### config.mk
export PLATFORM = sky130hd
export DESIGN_NAME = tsrq_ctrl
export DESIGN_NICKNAME = d
export VERILOG_FILES = /design/src/hdl/tsrq_pkg.sv /design/src/hdl/tsrq_ctrl.sv
export SDC_FILE = /design/constraint.sdc
export NUM_CORES = 1
export LEC_CHECK = 0
export ABC_AREA = 1
export ABC_CLOCK_PERIOD_IN_PS = 1400
export BUFFER_PORTS_ARGS = -buffer_cell sky130_fd_sc_hd__buf_2
export CAP_MARGIN = 15
export CORE_UTILIZATION = 46
export CTS_CLUSTER_DIAMETER = 60
export DETAILED_ROUTE_END_ITERATION = 16
export GPL_ROUTABILITY_DRIVEN = 0
export PLACE_DENSITY_LB_ADDON = 0.05
export SETUP_SLACK_MARGIN = 0.02
export SYNTH_ARGS = -nofsm -noshare
export SYNTH_HDL_FRONTEND = slang
export SYNTH_SLANG_ARGS = --single-unit
### constraint.sdc
create_clock -name clk -period 1.4 [get_ports clk]
set_input_delay 0.14 -clock clk [delete_from_list [all_inputs] [get_ports clk]]
set_output_delay 0.14 -clock clk [all_outputs]
set_load 0.05 [all_outputs]
### src/hdl/tsrq_pkg.sv
// ----------------------------------------------------------------------------
// tsrq_pkg
// Shared types, sizes and codes of the tile map store with region query.
// ----------------------------------------------------------------------------
`default_nettype none

package tsrq_pkg;

	localparam int MAX_COLUMNS = 64;
	localparam int MAX_ROWS    = 64;
	localparam int CODE_BITS   = 16;

	localparam int GRID_SIZE = MAX_COLUMNS * MAX_ROWS;
	localparam int GRID_W    = (GRID_SIZE > 1) ? $clog2(GRID_SIZE) : 1;
	localparam int COL_W     = (MAX_COLUMNS > 1) ? $clog2(MAX_COLUMNS) : 1;
	localparam int ROW_W     = (MAX_ROWS > 1) ? $clog2(MAX_ROWS) : 1;

	// Divider sizes: dividends reach x + width + 16 * tile - 1 < 2^21.
	localparam int DVD_W = 21;
	localparam int DVS_W = 12;
	localparam int CNT_W = $clog2(DVD_W + 1);

	localparam int CFG_IDX_W = 2;
	localparam int CFG_DATA_W = 14;

	localparam logic [CFG_IDX_W-1:0] REG_TILE_WIDTH  = 2'd0;
	localparam logic [CFG_IDX_W-1:0] REG_TILE_HEIGHT = 2'd1;
	localparam logic [CFG_IDX_W-1:0] REG_MAP_WIDTH   = 2'd2;
	localparam logic [CFG_IDX_W-1:0] REG_MAP_HEIGHT  = 2'd3;

	localparam logic [1:0] FUNC_WRITE = 2'd0;
	localparam logic [1:0] FUNC_READ  = 2'd1;
	localparam logic [1:0] FUNC_QUERY = 2'd2;
	localparam logic [1:0] FUNC_NONE  = 2'd3;

	typedef logic [CODE_BITS-1:0] code_t;

	typedef struct packed {
		logic [1:0]         func;
		logic signed [19:0] x_pos;
		logic signed [19:0] y_pos;
		logic [18:0]        span_width;
		logic [18:0]        span_height;
		logic [15:0]        write_code;
	} in_word_t;

	typedef struct packed {
		logic        status;
		logic [15:0] tile_code;
	} out_word_t;

	typedef enum logic [2:0] {
		DIV_LEFT,
		DIV_TOP,
		DIV_RIGHT,
		DIV_BOTTOM,
		DIV_COLS,
		DIV_ROWS
	} div_op_t;

	typedef enum logic [1:0] {
		RES_OK,
		RES_BAD,
		RES_DATA
	} res_sel_t;

	typedef struct packed {
		logic     load;
		logic     div_start;
		div_op_t  div_op;
		logic     clr_wr;
		logic     mem_wr;
		logic     mem_rd;
		logic     scan_init;
		logic     scan_rd;
		logic     scan_step;
		logic     res_load;
		res_sel_t res_sel;
		logic     out_load;
	} cmd_t;

	typedef struct packed {
		logic [1:0] func;
		logic       neg;
		logic       pt_bad;
		logic       q_bad;
		logic       q_empty;
		logic       div_done;
		logic       clr_last;
		logic       rd_nz;
		logic       scan_last;
	} stat_t;

	function automatic logic [GRID_W-1:0] grid_addr(input logic [COL_W-1:0] col,
			input logic [ROW_W-1:0] row);
		grid_addr = GRID_W'(col) * GRID_W'(MAX_ROWS) + GRID_W'(row);
	endfunction

endpackage

`default_nettype wire

### src/hdl/tsrq_ctrl.sv
// ----------------------------------------------------------------------------
// tsrq_ctrl
// Controller: clearing pass, division sequence, memory access and scan.
// ----------------------------------------------------------------------------
`default_nettype none

module tsrq_ctrl
	import tsrq_pkg::*;
(
	input  wire logic  clk,
	input  wire logic  arst_n,
	input  wire logic  in_valid,
	output logic       in_stall,
	output logic       out_valid,
	input  wire logic  out_stall,
	input  wire stat_t stat,
	output cmd_t       cmd
);

	typedef enum logic [3:0] {
		ST_CLEAR,
		ST_IDLE,
		ST_CHECK,
		ST_DIV,
		ST_EVAL,
		ST_MEM_RD,
		ST_MEM_CHK,
		ST_SCAN_RD,
		ST_SCAN_CHK,
		ST_DONE
	} state_t;

	state_t  state_q, state_nxt;
	div_op_t op_q, op_nxt;
	logic    out_valid_q;

	always_comb begin
		state_nxt = state_q;
		op_nxt    = op_q;
		cmd       = '0;
		cmd.div_op  = op_q;
		cmd.res_sel = RES_OK;
		case (state_q)
			ST_CLEAR: begin
				cmd.clr_wr = 1'b1;
				if (stat.clr_last) begin
					state_nxt = ST_IDLE;
				end
			end
			ST_IDLE: begin
				if (in_valid) begin
					cmd.load  = 1'b1;
					state_nxt = ST_CHECK;
				end
			end
			ST_CHECK: begin
				if (stat.func != FUNC_WRITE && stat.func != FUNC_READ
						&& stat.func != FUNC_QUERY) begin
					cmd.res_load = 1'b1;
					cmd.res_sel  = RES_OK;
					state_nxt    = ST_DONE;
				end else if (stat.neg) begin
					cmd.res_load = 1'b1;
					cmd.res_sel  = RES_BAD;
					state_nxt    = ST_DONE;
				end else begin
					cmd.div_start = 1'b1;
					cmd.div_op    = DIV_LEFT;
					op_nxt        = DIV_LEFT;
					state_nxt     = ST_DIV;
				end
			end
			ST_DIV: begin
				if (stat.div_done) begin
					if (op_q == DIV_ROWS || (op_q == DIV_TOP && stat.func != FUNC_QUERY)) begin
						state_nxt = ST_EVAL;
					end else begin
						case (op_q)
							DIV_LEFT:   op_nxt = DIV_TOP;
							DIV_TOP:    op_nxt = DIV_RIGHT;
							DIV_RIGHT:  op_nxt = DIV_BOTTOM;
							DIV_BOTTOM: op_nxt = DIV_COLS;
							default:    op_nxt = DIV_ROWS;
						endcase
						cmd.div_start = 1'b1;
						cmd.div_op    = op_nxt;
					end
				end
			end
			ST_EVAL: begin
				if (stat.func == FUNC_QUERY) begin
					if (stat.q_bad) begin
						cmd.res_load = 1'b1;
						cmd.res_sel  = RES_BAD;
						state_nxt    = ST_DONE;
					end else if (stat.q_empty) begin
						cmd.res_load = 1'b1;
						cmd.res_sel  = RES_OK;
						state_nxt    = ST_DONE;
					end else begin
						cmd.scan_init = 1'b1;
						state_nxt     = ST_SCAN_RD;
					end
				end else if (stat.pt_bad) begin
					cmd.res_load = 1'b1;
					cmd.res_sel  = RES_BAD;
					state_nxt    = ST_DONE;
				end else if (stat.func == FUNC_WRITE) begin
					cmd.mem_wr   = 1'b1;
					cmd.res_load = 1'b1;
					cmd.res_sel  = RES_OK;
					state_nxt    = ST_DONE;
				end else begin
					state_nxt = ST_MEM_RD;
				end
			end
			ST_MEM_RD: begin
				cmd.mem_rd = 1'b1;
				state_nxt  = ST_MEM_CHK;
			end
			ST_MEM_CHK: begin
				cmd.res_load = 1'b1;
				cmd.res_sel  = RES_DATA;
				state_nxt    = ST_DONE;
			end
			ST_SCAN_RD: begin
				cmd.scan_rd = 1'b1;
				state_nxt   = ST_SCAN_CHK;
			end
			ST_SCAN_CHK: begin
				if (stat.rd_nz) begin
					cmd.res_load = 1'b1;
					cmd.res_sel  = RES_DATA;
					state_nxt    = ST_DONE;
				end else if (stat.scan_last) begin
					cmd.res_load = 1'b1;
					cmd.res_sel  = RES_OK;
					state_nxt    = ST_DONE;
				end else begin
					cmd.scan_step = 1'b1;
					state_nxt     = ST_SCAN_RD;
				end
			end
			ST_DONE: begin
				if (!out_valid_q || !out_stall) begin
					cmd.out_load = 1'b1;
					state_nxt    = ST_IDLE;
				end
			end
			default: state_nxt = ST_IDLE;
		endcase
	end

	always_ff @(posedge clk or negedge arst_n) begin
		if (!arst_n) begin
			state_q     <= ST_CLEAR;
			op_q        <= DIV_LEFT;
			out_valid_q <= 1'b0;
		end else begin
			state_q <= state_nxt;
			op_q    <= op_nxt;
			if (cmd.out_load) begin
				out_valid_q <= 1'b1;
			end else if (!out_stall) begin
				out_valid_q <= 1'b0;
			end
		end
	end

	assign in_stall  = (state_q != ST_IDLE);
	assign out_valid = out_valid_q;

endmodule

`default_nettype wire

==> impl_metrics.ini, run 1 <==
[outcome]
status = did not finish
stop_stage = global routing
tool.error = [ERROR GRT-0232] Routing congestion too high. Check the congestion heatmap in the GUI.

[synthesis]
synthesis.area_per_instance_um2 = 5.83
ys_warn_count = 0
synthCells = 122
synth_seq_area_share_pct = 28.2
mappedNetlistNets = 136
synth_cell_types = 19
post_synth_instance_area_um2 = 711
flip_flop_and_latch_count_after_synthesis = 8

[clocking]
clock_path_buffers = 2
clock_tree.htree_level_count = 1
tritoncts_num_sinks = 8
cts-buffers-inserted = 3
clock-root-buffer = sky130_fd_sc_hd__clkbuf_4

[die]
rows = 13
die_height_um = 41.3
floorplan.initialDensity_pct = 52.0
ioPinCount = 31
die_width_um = 41.3

[sta]
timing.worst_endpoint.kind = top-level output
grt_repair_worst_endpoint = cmd[10]

[placement]
count_of_buffers_from_port_buffering = 30
hpwlAfterDp_um = 1670
dpl_cell_area_um2 = 1060

[global_route]
grt_use_total_pct = 64.7
grt_start_max_net_pins = 9
grt-ovfl-total = 3
-- metrics by stage --
step | utilization [%] | cells | TNS (ps) | worst slack, ps
after CTS | 91.7 | 189 | -2510 | -275
after detailed placement | 77.6 | 183 | -450 | -105
after global placement | 77.6 | 183 | -185 | -67.4
after floorplan | - | 122 | -229 | -89.6
-- synthesized netlist by cell type --
library cell | instances | area, µm²
sky130_fd_sc_hd__nand3b_1 | 2 | 15.0
sky130_fd_sc_hd__a21oi_2 | 1 | 8.76
sky130_fd_sc_hd__inv_2 | 1 | 3.75
sky130_fd_sc_hd__nand2_1 | 38 | 143
sky130_fd_sc_hd__nor4_1 | 1 | 6.26
sky130_fd_sc_hd__o21ai_1 | 1 | 5.00
sky130_fd_sc_hd__nand2_2 | 2 | 12.5
sky130_fd_sc_hd__a21oi_1 | 2 | 10.0
sky130_fd_sc_hd__nor2_1 | 22 | 82.6
sky130_fd_sc_hd__nor2_2 | 3 | 18.8
sky130_fd_sc_hd__nor2_4 | 3 | 33.8
sky130_fd_sc_hd__dfrtp_1 | 8 | 200
sky130_fd_sc_hd__o22ai_1 | 2 | 12.5
sky130_fd_sc_hd__o21ai_0 | 3 | 15.0
sky130_fd_sc_hd__nand3_1 | 8 | 40.0
sky130_fd_sc_hd__nor3_1 | 1 | 5.00
sky130_fd_sc_hd__o211ai_1 | 1 | 7.51
sky130_fd_sc_hd__inv_1 | 21 | 78.8
sky130_fd_sc_hd__nand4_1 | 2 | 12.5
-- per-layer routing --
layer | track usage (%) | GRT overflow
met1 | 61.1 | 0
met2 | 89.1 | 3
met3 | 44.7 | 0
met4 | 66.1 | 0
met5 | 0 | 0
-- timing repair --
item                       in CTS
resized for setup              50
cloned                          0
setup endpoints to repair      16
hold buffers                    1
buffers inserted                2
pin swaps                       4
hold endpoints to repair        8
-- cells by family after synthesis --
group	synth area share [%]
buffers and inverters	11.6
AOI/OAI and AO/OA	8.27
and+or+nand+nor	51.9
DFF	28.2
==> run 2: changes to the inputs <==
CORE_AREA = 2 2 63 65   (was not set)
CORE_UTILIZATION = not set   (was 46)
CTS_CLUSTER_DIAMETER = not set   (was 60)
DIE_AREA = 0 0 65 67   (was not set)
PLACE_DENSITY_LB_ADDON = 0.15   (was 0.05)
SETUP_SLACK_MARGIN = not set   (was 0.02)
==> run 2 against run 1 <==
The flow now finishes, with violations (setup timing). Synthesized cell count is the same. Synthesized area unchanged.
==> impl_metrics.ini, run 2 <==
[synthesis]
synthCells = 122
synth_edf_count = 0
synthesis.area_per_instance_um2 = 5.83
synth-main-ff-cell = sky130_fd_sc_hd__dfrtp_1
synthArstFlopShare_pct = 100
flip_flop_and_latch_count_after_synthesis = 8
synth_seq_area_share_pct = 28.2
synthMostInstantiatedCell = sky130_fd_sc_hd__nand2_1
synthTopCellsByArea = sky130_fd_sc_hd__dfrtp_1 (28%), sky130_fd_sc_hd__nand2_1 (20%), sky130_fd_sc_hd__nor2_1 (12%), sky130_fd_sc_hd__inv_1 (11%), sky130_fd_sc_hd__nand3_1 (5.6%)
synth_top_area_cell = sky130_fd_sc_hd__dfrtp_1
yosys-top-cells-count = sky130_fd_sc_hd__nand2_1 (38), sky130_fd_sc_hd__nor2_1 (22), sky130_fd_sc_hd__inv_1 (21)
ys_warn_count = 0
synth_cell_types = 19
post_synth_top_area_share_pct = 28.2
post_synth_instance_area_um2 = 711
mappedNetlistNets = 136

[global_route]
grt_first_pass_wirelength_um = 3960
grt_start_max_net_pins = 9
grt_most_used_layer = met2
antenna_violations_before_repair = 0
groute.layer.met2.usage_pct = 20.1
grt-ovfl-total = 0
grt_pass1_vias = 915
grt_use_total_pct = 11.7
grt.met1_usage_pct = 15.0
use_met3_pct = 3.55

[die]
floorplan.initialDensity_pct = 19.7
ioPinCount = 31
rows = 22
die_width_um = 65
die_height_um = 67
die_area_um2 = 4360
floorplan.core_area_um2 = 3610

[worst_hold_path]
hold_start = out_stall
min_path_type = input pin to flip-flop

[sta]
finalCritPeriodShare_pct = 119
finalSetupViolCount = 16
timing_worst_slew_pin_value_ps = 276
maxClockFrequency_mhz = 601
timing.slew.headroom_pct = 81.5
report.final.slew_viol_count = 0
skew_ps = 1.55
rsz0062_at_grt = yes
final_critical_path_required_period_ps = 1660
setup_total_negative_slack_ps = -2130
fin_ws_ps = -264
timing_hold_violations_final = 0

[pwr]
power_density_nw_per_um2 = 1960
leak_nw = 0.763
vdd_ir_drop_max_mv = 1.27

[layout]
final_cell_mix = sky130_fd_sc_hd__nand2_1 (28), sky130_fd_sc_hd__buf_4 (22), sky130_fd_sc_hd__inv_1 (19)
post_route_cells_drive_above_1_share_pct = 53.3
ff_latch_area_um2 = 204
flow.area_growth_from_synthesis_pct = 98.6
layout_commonest_cell = sky130_fd_sc_hd__nand2_1
post_route_cell_area_um2 = 1410
final_nets = 196
final_util_pct = 39.1
final.fill_count = 391
largest_register_ffs = 4
diodes = 0
multi_input_comb_area_um2 = 552
reg_with_most_ffs = state_q

[clocking]
clock_latency_ps = 230
cts.reportedPaths.clkPinSlew_ps = 40
clock_tree.htree_level_count = 1
cts-buffers-inserted = 3
clock-root-buffer = sky130_fd_sc_hd__clkbuf_8
clock_path_buffers = 2
cts_tree = built
tritoncts_num_sinks = 8

[critical_path]
worstPathMaxFanout = 3
worst-endpoint-required_ps = 1260
worstPathCellList = nor2_4 > nand3_2 > a21oi_4 > nor2_1 > nand2_1 > nand2_2 > nand2_4 > buf_8
critical_path.n_buffers_inverters = 1
setup.worst_path.class = flip-flop to primary output
cp-startpoint = state_q[3]$_DFFE_PN0P_
critPathSlowestCell = sky130_fd_sc_hd__dfrtp_2
cp-start-kind = flip-flop
critical_path.max_stage_delay_ps = 430
endpoint_arrival_time_on_the_critical_path_ps = 1520
cp_top_family = simple AND/OR/NAND/NOR gates
rr_startpoint = state_q[0]$_DFFE_PN0P_
worstSetupEndpointType = primary output

[detailed_routing]
route.detailed.wl_per_inst_um = 9.79
drt-pass1-iter-count = 4
drt_first_iter_violations = 34
route.detailed.drc = 0
detail_route.vias_per_cell = 4.06
drt.antenna.violating_nets = 0
detailroute.via_count = 925
routed_wirelength_um = 2230

[placement]
count_of_buffers_from_port_buffering = 30
hpwlAfterDp_um = 1920
dpl_cell_area_um2 = 1130

[outcome]
status = finished, violations left
violations = setup timing

[run]
max_cap_violations = 0
run 2: final timing paths:
kind	slack, ps	cells past startpoint	end
max in group asynchronous	920	2	state_q[1]$_DFFE_PN0P_
hold / removal	140	3	out_valid$_DFFE_PN0P_
setup / recovery	-260	8	cmd[11]
setup reg to reg	20	8	state_q[1]$_DFFE_PN0P_
hold reg to reg	480	2	out_valid$_DFFE_PN0P_
min in group asynchronous	290	2	out_valid$_DFFE_PN0P_
run 2: metrics by stage:
| stage | setup WS (ps) | cells | power, mW | hold slack [ps] |
|---|---|---|---|---|
| 6_report | -264 | 228 | 2.76 | 139 |
| 5_1_grt | -352 | 228 | 2.97 | 177 |
| 4_1_cts | -259 | 227 | 2.72 | 138 |
| 3_5_place_dp | -132 | 220 | 2.05 | -2.99 |
| 3_3_place_gp | -90.1 | 220 | 2.05 | -7.73 |
| 2_1_floorplan | -113 | 122 | 1.50 | -156 |
run 2: final cells by class:
class,count,area share (%)
Clock buffer,3,2.93
Timing Repair Buffer,55,33.4
Inverter,22,5.85
Tap cell,48,4.26
Sequential cell,8,14.5
Multi-Input combinational cell,92,39.1
run 2: power breakdown:
part | leakage (nW) | switching, mW | internal [mW] | total [mW]
logic | 0.640 | 1.20 | 0.859 | 2.06
clock network | 0.0216 | 0.0894 | 0.186 | 0.276
registers | 0.102 | 0.104 | 0.322 | 0.426
run 2: worst min-delay path: cells and delay by family:
family	cells	cell delay (ps)
buffers and inverters	1	80
and+or+nand+nor	2	110
run 2: cell families after synthesis:
| kind of cell | after synthesis | synth area share, % |
|---|---|---|
| and+or+nand+nor | 82 | 51.9 |
| buffers and inverters | 22 | 11.6 |
| AOI/OAI and AO/OA | 10 | 8.27 |
| DFF | 8 | 28.2 |
run 2: routing by layer:
layer	vias up	wire length (µm)	part of all wire, %
met1	401	1000	45
met4	0	0	0
li1	497	-	-
met2	27	1080	49
met3	0	147	6.6
met5	-	0	0
run 2: repair_timing:
action | CTS | global route
hold buffers | 1 | 0
setup endpoints to repair | 17 | 20
hold endpoints to repair | 8 | 0
resized for setup | 52 | 8
buffers inserted | 3 | 1
pin swaps | 6 | 3
(Power assumes the default switching activity.)
==> run 3: changes to the inputs <==
SETUP_SLACK_MARGIN = 0.02   (was not set)
==> run 3 against run 2 <==
The run still ends with setup timing left. Non-clock buffer count increased by 4. Design area increased by 7.1%. Critical path depth increased by 1. Maximum frequency decreased by 0.11%. First-iteration DRC count decreased by 59%. Clock skew about the same. Sequential power increased by 4.7%. Sequential cell count unchanged. Combinational power increased by 14%. Register-to-register slack got worse by 80 ps. Global-route usage increased by 0.61 points. Critical path type unchanged. Largest cell class unchanged. Largest power group unchanged.
==> impl_metrics.ini, run 3 (same netlist as run 2, synthesis figures left out) <==
[outcome]
status = finished, violations left
violations = setup timing

[sta]
fin_ws_ps = -266
finalCritPeriodShare_pct = 119
setup_total_negative_slack_ps = -2840
maxClockFrequency_mhz = 600
final_critical_path_required_period_ps = 1670
timing.slew.headroom_pct = 81.4
timing_worst_slew_pin_value_ps = 278
report.final.slew_viol_count = 0
timing_hold_violations_final = 0
finalSetupViolCount = 19
skew_ps = 1.72
rsz0062_at_grt = yes

[die]
rows = 22
die_area_um2 = 4360
ioPinCount = 31
floorplan.core_area_um2 = 3610
die_width_um = 65
floorplan.initialDensity_pct = 19.7
die_height_um = 67

[layout]
post_route_cells_drive_above_1_share_pct = 60.9
final_cell_mix = sky130_fd_sc_hd__nand2_1 (23), sky130_fd_sc_hd__buf_4 (22), sky130_fd_sc_hd__buf_6 (17)
layout_commonest_cell = sky130_fd_sc_hd__nand2_1
largest_register_ffs = 4
post_layout_nonfiller_instances = 232
flow.area_growth_from_synthesis_pct = 113
final.fill_count = 370
diodes = 0
reg_with_most_ffs = state_q
final_nets = 200

[placement]
hpwlAfterDp_um = 1970
count_of_buffers_from_port_buffering = 30
numPlacedInstances = 222

[global_route]
grt_pass1_vias = 982
grt_first_pass_wirelength_um = 4170
grt_start_max_net_pins = 9
grt-ovfl-total = 0
grt_use_total_pct = 12.3
antenna_violations_before_repair = 0

[critical_path]
critical_path.max_stage_delay_ps = 420
endpoint_arrival_time_on_the_critical_path_ps = 1530
worstPathCellList = buf_4 > inv_4 > nor2_4 > buf_4 > nand3_2 > nand2_2 > nor2_4 > nand2_2 > buf_8
worstPathMaxFanout = 3
critPathSlowestCell = sky130_fd_sc_hd__dfrtp_1
worst-endpoint-required_ps = 1260
worstSetupEndpointType = primary output
r2r_cells = 10
setup.worst_path.class = flip-flop to primary output
cp-start-kind = flip-flop

[clocking]
cts_tree = built
clock-root-buffer = sky130_fd_sc_hd__clkbuf_8
clock_latency_ps = 220
clock_path_buffers = 2
tritoncts_num_sinks = 8
clock_tree.htree_level_count = 1
cts-buffers-inserted = 3
cts.reportedPaths.clkPinSlew_ps = 40

[detailed_routing]
drt_first_iter_violations = 14
route.detailed.drc = 0
drt.antenna.violating_nets = 0
routed_wirelength_um = 2560
detail_route.vias_per_cell = 4.17
drt-pass1-iter-count = 4
detailroute.via_count = 967
route.detailed.wl_per_inst_um = 11.0

[pwr]
leak_nw = 0.802
power_density_nw_per_um2 = 2030
vdd_ir_drop_max_mv = 0.815

[worst_hold_path]
min_path_type = input pin to flip-flop
whs_path_depth = 3

[run]
max_cap_violations = 0
-- run 3: cell count changes in the layout (fill, tap and decap cells not counted), sizes merged --
cell  before  now
buf       54   58
-- run 3: per-stage QoR --
step	utilization, %	instance area (µm²)	setup slack (ps)	power (mW)	hold WS, ps
floorplan	-	771	-89.6	1.50	-156
global placement	31.8	1150	-85.1	2.09	-7.95
detailed placement	31.8	1150	-101	2.08	-9.52
CTS	39.3	1420	-262	2.84	145
global route	41.9	1510	-362	3.28	170
finish	41.9	1510	-266	3.06	149
-- run 3: routing by layer --
metal  global-route usage (%)  share of wire [%]  vias to the layer above
li1                         -                  -                      506
met1                     14.3                 41                      435
met2                     23.1                 53                       22
met3                     2.70                4.4                        4
met4                     2.39                1.1                        0
met5                        0                  0                        -
-- run 3: final timing paths --
path / startpoint / slack (ps) / to
worst min register to register: out_valid$_DFFE_PN0P_ / 490 / out_valid$_DFFE_PN0P_
worst min-delay path: out_stall / 150 / out_valid$_DFFE_PN0P_
min in group asynchronous: arst_n / 300 / out_valid$_DFFE_PN0P_
worst max register to register: state_q[2]$_DFFE_PN0P_ / -60 / state_q[1]$_DFFE_PN0P_
max in group asynchronous: arst_n / 920 / state_q[1]$_DFFE_PN0P_
worst max-delay path: state_q[2]$_DFFE_PN0P_ / -270 / cmd[3]
-- run 3: power by group --
group | switching [mW] | internal [mW] | total, mW
combinational | 1.34 | 1.01 | 2.35
sequential | 0.124 | 0.322 | 0.446
clock | 0.0843 | 0.186 | 0.270
total | 1.54 | 1.52 | 3.06
-- run 3: area by class of cell --
class / count / area (µm²) / area share [%]
well taps: 48 / 60.1 / 3.97
repair buffers: 59 / 512 / 33.9
flip-flops and latches: 8 / 204 / 13.5
clock buffers: 3 / 41.3 / 2.73
inverters: 22 / 85.1 / 5.63
multi-input cells: 92 / 609 / 40.3
-- run 3: critical path: cells and delay by family (launching register included) --
kind                   cells  cell delay [ps]
buffers and inverters      4              510
DFF                        1              420
and+or+nand+nor            5              380
-- run 3: repair_timing --
item                                   4_1_cts  5_1_grt
buffers inserted                             4        4
endpoints found under the hold margin        8        0
resized for setup                           62       26
hold buffers                                 1        0
pin swaps                                    8       12
setup endpoints to repair                   19       19
